<file path="src/sv/gre_header_length_parser_macros.svh">
// Assertion macros for the GRE header length parser.
// Included by files that check their own logic; needs clk and rst_n in scope.
`ifndef GRE_HEADER_LENGTH_PARSER_MACROS_SVH
`define GRE_HEADER_LENGTH_PARSER_MACROS_SVH

// Same-cycle implication, checked out of reset
`define GHLP_ASSERT_NOW(label, ante, cons, msg) \
  label: assert property (@(posedge clk) disable iff (!rst_n) (ante) |-> (cons)) \
    else $error(msg);

// Next-cycle implication, checked out of reset
`define GHLP_ASSERT_NEXT(label, ante, cons, msg) \
  label: assert property (@(posedge clk) disable iff (!rst_n) (ante) |=> (cons)) \
    else $error(msg);

`endif

</file>
<file path="src/sv/ghlp_pkg.sv">
// Shared constants for the GRE header length parser.
// No dependencies; used by gre_header_length_parser.
package ghlp_pkg;

  // Routing walk limit and the index width that follows from it
  localparam int MAX_ROUTING_ENTRIES = 4;
  localparam int RIDX_W = $clog2(MAX_ROUTING_ENTRIES + 1);

  // Field widths
  localparam int BYTE_W  = 8;
  localparam int PROTO_W = 16;
  localparam int LEN_W   = 11;
  localparam int SKIP_W  = 8;
  localparam int OUT_W   = 32;

  localparam logic [LEN_W-1:0] LEN_MAX = 11'd2047;

  // Header byte 0 and byte 1 flag masks
  localparam logic [BYTE_W-1:0] HDR_C = 8'h80;
  localparam logic [BYTE_W-1:0] HDR_R = 8'h40;
  localparam logic [BYTE_W-1:0] HDR_K = 8'h20;
  localparam logic [BYTE_W-1:0] HDR_S = 8'h10;
  localparam logic [BYTE_W-1:0] HDR_A = 8'h80;

  // Bit positions in the stored option flags
  localparam int FL_C = 4;
  localparam int FL_R = 3;
  localparam int FL_K = 2;
  localparam int FL_S = 1;
  localparam int FL_A = 0;

  // Section lengths in bytes
  localparam logic [SKIP_W-1:0] WORD_BYTES = 8'd4;

  // Result status codes
  localparam logic ST_COMPLETE  = 1'b0;
  localparam logic ST_TRUNCATED = 1'b1;

endpackage

</file>
<file path="src/sv/gre_header_length_parser.sv">
// GRE header length parser: top level, byte stream in, one result per header out.
// Depends on ghlp_pkg and gre_header_length_parser_macros.svh.
//
// Bytes of a packet enter on the in_ stream one beat per byte; in_tuser marks the
// first byte of a GRE header and in_tlast the last byte of the packet. The block
// follows the flags, the optional checksum, key and sequence words, up to
// ghlp_pkg::MAX_ROUTING_ENTRIES routing entries and the acknowledgment word, and on
// the byte that completes the header (or on an early packet end) emits one beat
// with the protocol, the header length (saturating at 2047) and a status flag.
// A beat is accepted in every cycle while the result side keeps up, and a result
// passes through the input register and then the result register after its last
// byte is accepted.
module gre_header_length_parser (
  input  logic        clk,
  input  logic        rst_n,
  input  logic        in_tvalid,
  output logic        in_tready,
  input  logic [7:0]  in_tdata,   // [7:0] header_byte
  input  logic        in_tuser,   // first
  input  logic        in_tlast,   // end_of_packet
  output logic        out_tvalid,
  input  logic        out_tready,
  output logic [31:0] out_tdata,  // [15:0] payload_protocol, [26:16] header_length,
                                  // [31:27] zero
  output logic        out_tuser   // status
);

  localparam int RW = ghlp_pkg::RIDX_W;

  typedef enum logic [5:0] {
    PH_IDLE  = 6'b000001,
    PH_BASE  = 6'b000010,
    PH_OPT   = 6'b000100,
    PH_RHDR  = 6'b001000,
    PH_RDATA = 6'b010000,
    PH_ACK   = 6'b100000
  } phase_t;

  // Input register
  logic                            s1_valid_r, s1_valid_nxt;
  logic [ghlp_pkg::BYTE_W-1:0]     s1_byte_r;
  logic                            s1_first_r;
  logic                            s1_eop_r;
  logic                            s1_adv;

  // Parser state
  phase_t                          phase_r, phase_nxt;
  logic [ghlp_pkg::LEN_W-1:0]      count_r, count_nxt;
  logic [4:0]                      flags_r, flags_nxt;
  logic [ghlp_pkg::PROTO_W-1:0]    proto_r, proto_nxt;
  logic [RW-1:0]                   ridx_r, ridx_nxt;
  logic [ghlp_pkg::PROTO_W-1:0]    family_r, family_nxt;
  logic [ghlp_pkg::SKIP_W-1:0]     skip_r, skip_nxt;

  // Result register
  logic                            out_valid_r, out_valid_nxt;
  logic [ghlp_pkg::PROTO_W-1:0]    out_proto_r, out_proto_nxt;
  logic [ghlp_pkg::LEN_W-1:0]      out_len_r, out_len_nxt;
  logic                            out_status_r, out_status_nxt;
  logic                            res_valid;

  // Advance the input register whenever the result slot is free or being drained
  assign s1_adv    = !out_valid_r || out_tready;
  assign in_tready = !s1_valid_r || s1_adv;

  always_comb begin
    s1_valid_nxt = s1_valid_r;
    if (in_tready) begin
      s1_valid_nxt = in_tvalid;
    end
  end

  // Process one byte: walk the header sections
  always_comb begin
    phase_t                       ph;
    logic [ghlp_pkg::LEN_W-1:0]   cnt;
    logic [ghlp_pkg::LEN_W-1:0]   pos;
    logic [4:0]                   fl;
    logic [ghlp_pkg::PROTO_W-1:0] pr;
    logic [RW-1:0]                ri;
    logic [ghlp_pkg::PROTO_W-1:0] fam;
    logic [ghlp_pkg::SKIP_W-1:0]  sk;
    logic [ghlp_pkg::SKIP_W-1:0]  opt_n;
    logic                         go_opt, go_rt, go_ack, done, active;

    ph = phase_r;  cnt = count_r; fl = flags_r; pr = proto_r;
    ri = ridx_r;   fam = family_r; sk = skip_r;
    pos = '0; opt_n = '0;
    go_opt = 1'b0; go_rt = 1'b0; go_ack = 1'b0; done = 1'b0;
    active = 1'b0;
    res_valid = 1'b0;

    if (s1_valid_r && s1_adv) begin
      // A first byte abandons any header in progress
      if (s1_first_r) begin
        ph = PH_BASE; cnt = '0; fl = '0; pr = '0; ri = '0; fam = '0; sk = '0;
      end
      active = (ph != PH_IDLE);

      if (active) begin
        pos = cnt;
        if (cnt < ghlp_pkg::LEN_MAX) begin
          cnt = cnt + 1'b1;
        end

        unique case (ph)
          PH_BASE: begin
            if (pos == 11'd0) begin
              fl[ghlp_pkg::FL_C] = |(s1_byte_r & ghlp_pkg::HDR_C);
              fl[ghlp_pkg::FL_R] = |(s1_byte_r & ghlp_pkg::HDR_R);
              fl[ghlp_pkg::FL_K] = |(s1_byte_r & ghlp_pkg::HDR_K);
              fl[ghlp_pkg::FL_S] = |(s1_byte_r & ghlp_pkg::HDR_S);
            end else if (pos == 11'd1) begin
              if (|(s1_byte_r & ghlp_pkg::HDR_A)) begin
                fl[ghlp_pkg::FL_A] = 1'b1;
              end
            end else if (pos == 11'd2) begin
              pr = {s1_byte_r, 8'h00};
            end else begin
              pr = {pr[15:8], s1_byte_r};
              go_opt = 1'b1;
            end
          end
          PH_OPT: begin
            if (sk != '0) begin
              sk = sk - 1'b1;
            end
            go_rt = (sk == '0);
          end
          PH_RHDR: begin
            if (sk == 8'd4) begin
              fam = {s1_byte_r, 8'h00};
            end else if (sk == 8'd3) begin
              fam = {fam[15:8], s1_byte_r};
            end
            if (sk != '0) begin
              sk = sk - 1'b1;
            end
            if (sk == '0) begin
              if (s1_byte_r != '0) begin
                ph = PH_RDATA;
                sk = s1_byte_r;
              end else begin
                // Entry without data: null entry or routing limit ends the walk
                ri = ri + 1'b1;
                if (fam == '0 || ri >= RW'(ghlp_pkg::MAX_ROUTING_ENTRIES)) begin
                  go_ack = 1'b1;
                end else begin
                  ph = PH_RHDR; sk = ghlp_pkg::WORD_BYTES; fam = '0;
                end
              end
            end
          end
          PH_RDATA: begin
            if (sk != '0) begin
              sk = sk - 1'b1;
            end
            if (sk == '0) begin
              ri = ri + 1'b1;
              if (ri >= RW'(ghlp_pkg::MAX_ROUTING_ENTRIES)) begin
                go_ack = 1'b1;
              end else begin
                ph = PH_RHDR; sk = ghlp_pkg::WORD_BYTES; fam = '0;
              end
            end
          end
          PH_ACK: begin
            if (sk != '0) begin
              sk = sk - 1'b1;
            end
            done = (sk == '0);
          end
          default: begin
            ph = PH_IDLE;
          end
        endcase

        // Enter the optional words: checksum/offset, key, sequence
        if (go_opt) begin
          opt_n = ((fl[ghlp_pkg::FL_C] || fl[ghlp_pkg::FL_R]) ? 8'd4 : 8'd0)
                + (fl[ghlp_pkg::FL_K] ? 8'd4 : 8'd0)
                + (fl[ghlp_pkg::FL_S] ? 8'd4 : 8'd0);
          if (opt_n != '0) begin
            ph = PH_OPT; sk = opt_n;
          end else begin
            go_rt = 1'b1;
          end
        end
        // Enter the routing walk
        if (go_rt) begin
          if (fl[ghlp_pkg::FL_R]) begin
            ph = PH_RHDR; sk = ghlp_pkg::WORD_BYTES; ri = '0; fam = '0;
          end else begin
            go_ack = 1'b1;
          end
        end
        // Enter the acknowledgment word
        if (go_ack) begin
          if (fl[ghlp_pkg::FL_A]) begin
            ph = PH_ACK; sk = ghlp_pkg::WORD_BYTES;
          end else begin
            done = 1'b1;
          end
        end

        if (done || s1_eop_r) begin
          res_valid = 1'b1;
          ph = PH_IDLE;
        end
      end
    end

    phase_nxt = ph;  count_nxt = cnt; flags_nxt = fl; proto_nxt = pr;
    ridx_nxt = ri;   family_nxt = fam; skip_nxt = sk;

    out_proto_nxt  = pr;
    out_len_nxt    = cnt;
    out_status_nxt = done ? ghlp_pkg::ST_COMPLETE : ghlp_pkg::ST_TRUNCATED;
  end

  // Load or drain the result register
  always_comb begin
    out_valid_nxt = out_valid_r;
    if (s1_adv) begin
      out_valid_nxt = res_valid;
    end
  end

  always_ff @(posedge clk) begin
    if (!rst_n) begin
      s1_valid_r  <= 1'b0;
      out_valid_r <= 1'b0;
      phase_r     <= PH_IDLE;
      count_r     <= '0;
      flags_r     <= '0;
      proto_r     <= '0;
      ridx_r      <= '0;
      family_r    <= '0;
      skip_r      <= '0;
    end else begin
      s1_valid_r  <= s1_valid_nxt;
      out_valid_r <= out_valid_nxt;
      phase_r     <= phase_nxt;
      count_r     <= count_nxt;
      flags_r     <= flags_nxt;
      proto_r     <= proto_nxt;
      ridx_r      <= ridx_nxt;
      family_r    <= family_nxt;
      skip_r      <= skip_nxt;
    end
  end

  // Payload registers: capture the beat and the result
  always_ff @(posedge clk) begin
    if (in_tready && in_tvalid) begin
      s1_byte_r  <= in_tdata;
      s1_first_r <= in_tuser;
      s1_eop_r   <= in_tlast;
    end
    if (s1_adv && res_valid) begin
      out_proto_r  <= out_proto_nxt;
      out_len_r    <= out_len_nxt;
      out_status_r <= out_status_nxt;
    end
  end

  assign out_tvalid = out_valid_r;
  assign out_tdata  = {5'b0, out_len_r, out_proto_r};
  assign out_tuser  = out_status_r;

  `include "gre_header_length_parser_macros.svh"

  // A complete header is never shorter than the base four bytes
  `GHLP_ASSERT_NOW(a_complete_min_len, out_valid_r && out_status_r == ghlp_pkg::ST_COMPLETE, out_len_r >= 11'd4, "complete header shorter than four bytes")
  // Mid-header the byte counter has always counted the first byte
  `GHLP_ASSERT_NOW(a_active_counted, phase_r != PH_IDLE, count_r != '0, "header in progress with zero byte count")
  // The routing walk never passes its limit
  `GHLP_ASSERT_NOW(a_ridx_limit, 1'b1, ridx_r <= RW'(ghlp_pkg::MAX_ROUTING_ENTRIES), "routing index beyond limit")
  // A byte held back by a full result slot stays in the input register
  `GHLP_ASSERT_NEXT(a_s1_hold, s1_valid_r && !s1_adv, s1_valid_r && $stable(s1_byte_r), "stalled byte lost")

endmodule
</file>
<file path="config.mk">
export PLATFORM = sky130hd
export DESIGN_NAME = gre_header_length_parser
export DESIGN_NICKNAME = d
export VERILOG_FILES = /design/src/sv/ghlp_pkg.sv /design/src/sv/gre_header_length_parser.sv
export VERILOG_INCLUDE_DIRS = /design/src /design/src/sv
export SDC_FILE = /design/constraint.sdc
export NUM_CORES = 1
export LEC_CHECK = 0
export BUFFER_PORTS_ARGS = -buffer_cell sky130_fd_sc_hd__buf_4
export CAP_MARGIN = 0
export CORE_MARGIN = 8
export CORE_UTILIZATION = 45
export DETAILED_ROUTE_END_ITERATION = 10
export SLEW_MARGIN = 20
export SYNTH_ARGS = -nofsm -noshare
export SYNTH_HDL_FRONTEND = slang
export SYNTH_SLANG_ARGS = --single-unit
</file>
<file path="constraint.sdc">
create_clock -name clk -period 11.7 [get_ports clk]
set_input_delay 0.585 -clock clk [delete_from_list [all_inputs] [get_ports clk]]
set_output_delay 0.585 -clock clk [all_outputs]
set_load 0.005 [all_outputs]
</file>
# Yosys cells after proc, flatten, opt, wreduce, memory -nomap -nowiden

Index checks and enable logic that the tools add are counted.

Logic and storage cells: 176
Register bits after elaboration: 105
Input port bits: 14
Output and inout port bits: 35

$lt $le $gt $ge: 2
Equality and inequality tests: 10
$add $sub $neg: 5
Reduce and logical (&&, ||, !) cells: 20
Muxes and demuxes: 124

Operators with widths:

| cell                                                  | number |
|---|---|
| 2-to-1 mux 16 bit                                     | 20 |
| 2-to-1 mux 8 bit                                      | 28 |
| 2-to-1 mux 6 bit                                      | 15 |
| 2-to-1 mux 11 bit                                     | 5 |
| 2-to-1 mux 1 bit                                      | 34 |
| 2-to-1 mux 3 bit                                      | 11 |
| zero test 8 bit                                       | 4 |
| case mux 16 bit (2 select lines)                      | 1 |
| case mux 8 bit (4 select lines)                       | 1 |
| 2-to-1 mux 5 bit                                      | 5 |
| nonzero test 8 bit                                    | 3 |
| case mux 6 bit (3 select lines)                       | 1 |
| zero test 16 bit                                      | 1 |
| adder 11 x 1 -> 11 bit (second input constant)        | 1 |
| equality test 11 x 1 -> 1 bit (second input constant) | 1 |
| equality test 11 x 2 -> 1 bit (second input constant) | 1 |
| zero test 11 bit                                      | 1 |
| < comparator 11 bit (second input constant)           | 1 |
| equality test 8 x 2 -> 1 bit (second input constant)  | 1 |
| equality test 8 x 3 -> 1 bit (second input constant)  | 1 |
| subtractor 8 x 1 -> 8 bit (second input constant)     | 1 |
| equality test 6 x 2 -> 1 bit (second input constant)  | 1 |
| equality test 6 x 3 -> 1 bit (second input constant)  | 1 |
| equality test 6 x 4 -> 1 bit (second input constant)  | 1 |
| other kinds (14)                                      | 21 |

# Logic depth before layout (Yosys ltp)

Word-level depth: 30
Depth in mapped cells: 15
Gate-level depth less buffers: 12

# Worst setup path after synthesis

Ideal clock, no wire load.

Kind: reg2reg
Start: register s1_first_r
End: register out_len_r[0] (netlist bit) (enable)
Buffers on the path: 3
Cell stages (with the launch flop): 14
Setup time: 0.422 ns
Arrival time: 4.521 ns
Required time: 11.278 ns
Period minus slack after synthesis: 4.943 ns
Path slack: 6.757 ns
Cells stage by stage: edfxtp_1 -> buf_2 -> clkbuf_1 -> nor2b_1 -> inv_1 -> ha_1 -> and2_1 -> clkbuf_1 -> o311ai_0 -> fa_1 -> nor3_1 -> o21ai_0 -> a21o_1 -> a21oi_1

Word-level cells in the longest chain between the ends: 27
Elaborated cells on any way between the ends: 94
Those cells by class: add/sub: 4; order compare: 1; eq/ne: 10; mux: 67; reduce/logical: 12

RTL lines:

| element                  | line                            | text |
|---|---|---|
| start: declaration       | gre_header_length_parser.sv:42  | `logic s1_first_r;` |
| start signal: assignment | gre_header_length_parser.sv:257 | `s1_first_r <= in_tuser;` |
| 2-to-1 mux 11 bit        | gre_header_length_parser.sv:95  | `if (s1_first_r) begin` |
| 2-to-1 mux 11 bit        | gre_header_length_parser.sv:93  | `if (s1_valid_r && s1_adv) begin` |
| zero test 11 bit         | gre_header_length_parser.sv:108 | `if (pos == 11'd0) begin` |
| 2-to-1 mux 4 bit         | gre_header_length_parser.sv:108 |  |
| 2-to-1 mux 5 bit         | gre_header_length_parser.sv:106 | `unique case (ph)` |
| 2-to-1 mux 5 bit         | gre_header_length_parser.sv:100 | `if (active) begin` |
| 2-to-1 mux 5 bit         | gre_header_length_parser.sv:93  |  |
| logical OR 1 bit         | gre_header_length_parser.sv:180 | `opt_n = ((fl[ghlp_pkg::FL_C] \|\| fl[ghlp_pkg::FL_R]) ? 8'd4 : 8'd0)` |
| (+11 left out)           | -                               |  |
| 2-to-1 mux 1 bit         | gre_header_length_parser.sv:198 | `if (go_ack) begin` |
| 2-to-1 mux 1 bit         | gre_header_length_parser.sv:100 |  |
| 2-to-1 mux 1 bit         | gre_header_length_parser.sv:93  |  |
| logical OR 1 bit         | gre_header_length_parser.sv:206 | `if (done \|\| s1_eop_r) begin` |
| 2-to-1 mux 1 bit         | gre_header_length_parser.sv:206 |  |
| 2-to-1 mux 1 bit *       | gre_header_length_parser.sv:100 |  |
| 2-to-1 mux 1 bit *       | gre_header_length_parser.sv:93  |  |
| logical AND 1 bit *      | gre_header_length_parser.sv:260 | `if (s1_adv && res_valid) begin` |
| end signal: assignment   | gre_header_length_parser.sv:262 | `out_len_r <= out_len_nxt;` |
| end: declaration         | gre_header_length_parser.sv:58  | `logic [ghlp_pkg::LEN_W-1:0] out_len_r, out_len_nxt;` |

Every way passes the cells marked *; elsewhere a longest branch is shown, timed or not. The select of a mux whose other input is x is not followed.
A chain may end at the register's enable or synchronous reset.

# Final worst setup path

Start: register s1_first_r
End: register family_r[7] (netlist bit)

Word-level cells in the longest chain between the ends: 18
Elaborated cells on any way between the ends: 75
Those cells by class: add/sub: 4; order compare: 1; eq/ne: 9; mux: 52; reduce/logical: 9

RTL lines:

| element                | line                            | text |
|---|---|---|
| 2-to-1 mux 11 bit      | gre_header_length_parser.sv:95  |  |
| 2-to-1 mux 11 bit      | gre_header_length_parser.sv:93  |  |
| zero test 11 bit       | gre_header_length_parser.sv:108 |  |
| 2-to-1 mux 4 bit       | gre_header_length_parser.sv:108 |  |
| 2-to-1 mux 5 bit       | gre_header_length_parser.sv:106 |  |
| 2-to-1 mux 5 bit       | gre_header_length_parser.sv:100 |  |
| 2-to-1 mux 5 bit       | gre_header_length_parser.sv:93  |  |
| logical OR 1 bit       | gre_header_length_parser.sv:180 |  |
| (+2 left out)          | -                               |  |
| adder 4 x 3 -> 5 bit   | gre_header_length_parser.sv:182 | `+ (fl[ghlp_pkg::FL_S] ? 8'd4 : 8'd0);` |
| nonzero test 8 bit     | gre_header_length_parser.sv:183 | `if (opt_n != '0) begin` |
| 2-to-1 mux 1 bit       | gre_header_length_parser.sv:183 |  |
| 2-to-1 mux 1 bit       | gre_header_length_parser.sv:179 | `if (go_opt) begin` |
| 2-to-1 mux 1 bit       | gre_header_length_parser.sv:100 |  |
| 2-to-1 mux 1 bit       | gre_header_length_parser.sv:93  |  |
| 2-to-1 mux 16 bit      | gre_header_length_parser.sv:190 | `if (go_rt) begin` |
| 2-to-1 mux 16 bit *    | gre_header_length_parser.sv:100 |  |
| end signal: assignment | gre_header_length_parser.sv:248 | `family_r <= family_nxt;` |
| end: declaration       | gre_header_length_parser.sv:52  | `logic [ghlp_pkg::PROTO_W-1:0] family_r, family_nxt;` |

Marks and branches as above.

==> flow_summary_export.csv <==
group,metric,value,unit
synthesis,ys.warnings.count,0,
synthesis,synthArstFlopShare,0,
die,dieArea,16900,um^2
sta,finalSetupViolCount,0,
synthesis,synth_edf_count,38,
sta,rsz0062_at_grt,"false",
clocking,clk_latency,0.36,ns
synthesis,synth-seq-area-share,0.426,
route,routed_wl,17400,um
sta,finalHoldViolations,0,
critical_path,end_kind,"flip-flop",
power,p_leak,2.38,nW
synthesis,synthTopCellsByCount,"74 x nand2_1, 67 x dfxtp_1, 42 x nor2_1, 39 x a21oi_1, 38 x edfxtp_1",
final_layout,finalNetCount,687,
final_layout,design_area,6530,um^2
synthesis,syn_area,5830,um^2
clocking,cts.sinks,105,
critical_path,rrSetupSlack,6.60,ns
sta,fin_tns_setup,0,ns
place,place.port_buffers,43,
critical_path,crit_required,11.97,ns
global_route,grt.total_usage,0.210,
clocking,cts_buffers,9,
global_route,grt_max_degree,59,
clocking,h-tree-depth,3,
route,avgRoutedWirePerCell,20.7,um
min_path,hp-class,"input port to flip-flop",
critical_path,start_kind,"flip-flop",
synthesis,synth_seq_cells,105,
sta,skew,0.00766,ns
die,row_count,41,
route,post-route-drc-count,0,
global_route,grt_overflow_total,0,
sta,tightest_slew,1.08,ns
die,die_h,130,um
critical_path,critPathArrivalTime,5.38,ns
die,die_w,130,um
synthesis,syn_inst,646,
die,io_pins,49,
final_layout,stdcell_count,841,
route,postRouteAntennaNets,0,
sta,fmax,196,MHz
final_layout,drive_above_1_share,0.136,
final_layout,area_delta_synth_final,11.9,%
synthesis,synth.distinct_cells,88,
place,place.detailed.hpwl,12300,um
synthesis,yosysTopAreaCellShare,0.230,
clocking,cts_tree,"done",
sta,setup_ws,6.60,ns
sta,finalCritPeriodShare,0.436,
power,power.density,121,nW/um^2
place,gp_congestion,1.02,
synthesis,synth.avg_cell_area,9.03,um^2
synthesis,synthFlopType,"dfxtp_1",
global_route,grt_pass1_wl,27200,um
final_layout,n_antenna_cell,0,
clocking,cts_resized,0,
route,drtIter0Drc,542,
global_route,grt_pass1_vias,4981,
route,vias,5214,
critical_path,crit_fanout,37,
die,start_util,0.462,
outcome,outcome,"finished, final reports clean",
sta,hold_slack,0.397,ns
power,total_power,0.791,mW
power,peakVddDrop,0.0727,mV
sta,max_slew_margin,0.282,
place,placed_cells,825,
die,core,12600,um^2
critical_path,worstSetupPathType,"flip-flop to flip-flop",
synthesis,yosysMostFrequentCell,"nand2_1",
clocking,clk_pin_slew,0.08,ns
synthesis,yosys-top-cells-area,"dfxtp_1 23%, edfxtp_1 20%, nand2_1 4.8%",
sta,min_period,5.10,ns
sta,drv_slew,0,
place,placed_area,6220,um^2
clocking,root_buffer,"clkbuf_16",
clocking,ctsHoldBuffers,0,
route,drt-vias-per-instance,6.20,
final_layout,post-route-util,0.517,
clocking,cts_buffer_depth,2,
clocking,post_cts_buffers,0,
place,pre_cts_slack,6.65,ns
flow_run,max-cap-violations,0,
global_route,antenna_found_initial,0,
synthesis,synth_top_cell_by_area,"dfxtp_1",
route,dr.pass1.iters,6,
==> state kept, by name, summed over array words and instances (netlist names), 3 cells and up <==
name and count:
family_r 16, out_proto_r 16, proto_r 16, count_r 11
out_len_r 11, s1_byte_r 8, skip_r 8, phase_r 6
flags_r 5, ridx_r 3
==> per-layer routing <==
layer  vias up  share of wire  track usage
met4         0          0.036       0.0895
met1      2474           0.42        0.255
li1       2453              -            -
met2       245           0.46        0.342
met5         -              0            0
met3        42          0.078       0.0592
==> cell type report <==
type	instances	area (um^2)
Clock buffer	9	225
Clock inverter	7	76.3
Fill cell	1225	6090
Inverter	14	52.6
Multi-Input combinational cell	486	3110
Sequential cell	105	2480
Tap cell	172	215
Timing Repair Buffer	48	360
==> worst paths after layout <==
path / end / from / cells past startpoint
setup reg to reg: family_r[7] / s1_first_r / 12
setup / recovery: family_r[7] / s1_first_r / 12
hold / removal: s1_byte_r[7] / in_tdata[7] / 1
hold reg to reg: family_r[13] / family_r[13] / 2
==> worst max-delay path, stage by stage (launching register included) <==
cell and delay [ns]:
edfxtp_1 0.32, buf_4 0.35, clkinv_1 0.75, nand2_1 0.43
ha_1 0.30, or3b_4 0.43, xor2_1 0.15, a21oi_1 0.38
nor2_1 0.17, and3_1 0.29, a21oi_1 0.86, a2bb2oi_1 0.30
a211oi_1 0.27
==> kinds of logic after synthesis <==
logic type	after synthesis	synth area share
other	1	0.000643
flip-flops	105	0.426
XOR/XNOR	15	0.0225
buffers and inverters	59	0.0457
AND/OR/NAND/NOR	268	0.241
multiplexers	6	0.0109
adder cells (fa/ha/maj)	9	0.0206
AO/OA/AOI/OAI	183	0.233
==> power breakdown <==
part	switching, mW	internal (mW)
clock network	0.155	0.154
registers	0.0101	0.385
logic	0.0582	0.0287
total	0.224	0.568
==> cells in the final DEF, fill, tap and decap left out, types with 5 or more instances in the layout <==
| cell type | count |
|---|---|
| ha_1 | 8 |
| o32ai_1 | 5 |
| edfxtp_1 | 38 |
| a31oi_1 | 7 |
| xor2_1 | 10 |
| a22o_1 | 18 |
| and2_1 | 34 |
| and3_1 | 12 |
| a211oi_1 | 9 |
| xnor2_1 | 5 |
| or4_1 | 8 |
| conb_1 | 5 |
| a22oi_1 | 9 |
| o21ai_0 | 27 |
| nand4_1 | 17 |
| dfxtp_1 | 67 |
| nor2b_1 | 9 |
| nor4_1 | 5 |
| inv_1 | 12 |
| a21oi_1 | 38 |
| nand3_1 | 24 |
| o31ai_1 | 5 |
| nor2_1 | 42 |
| nor3_1 | 19 |
| nand2_1 | 74 |
| clkbuf_16 | 9 |
| buf_4 | 48 |
(Power assumes the default switching activity.)
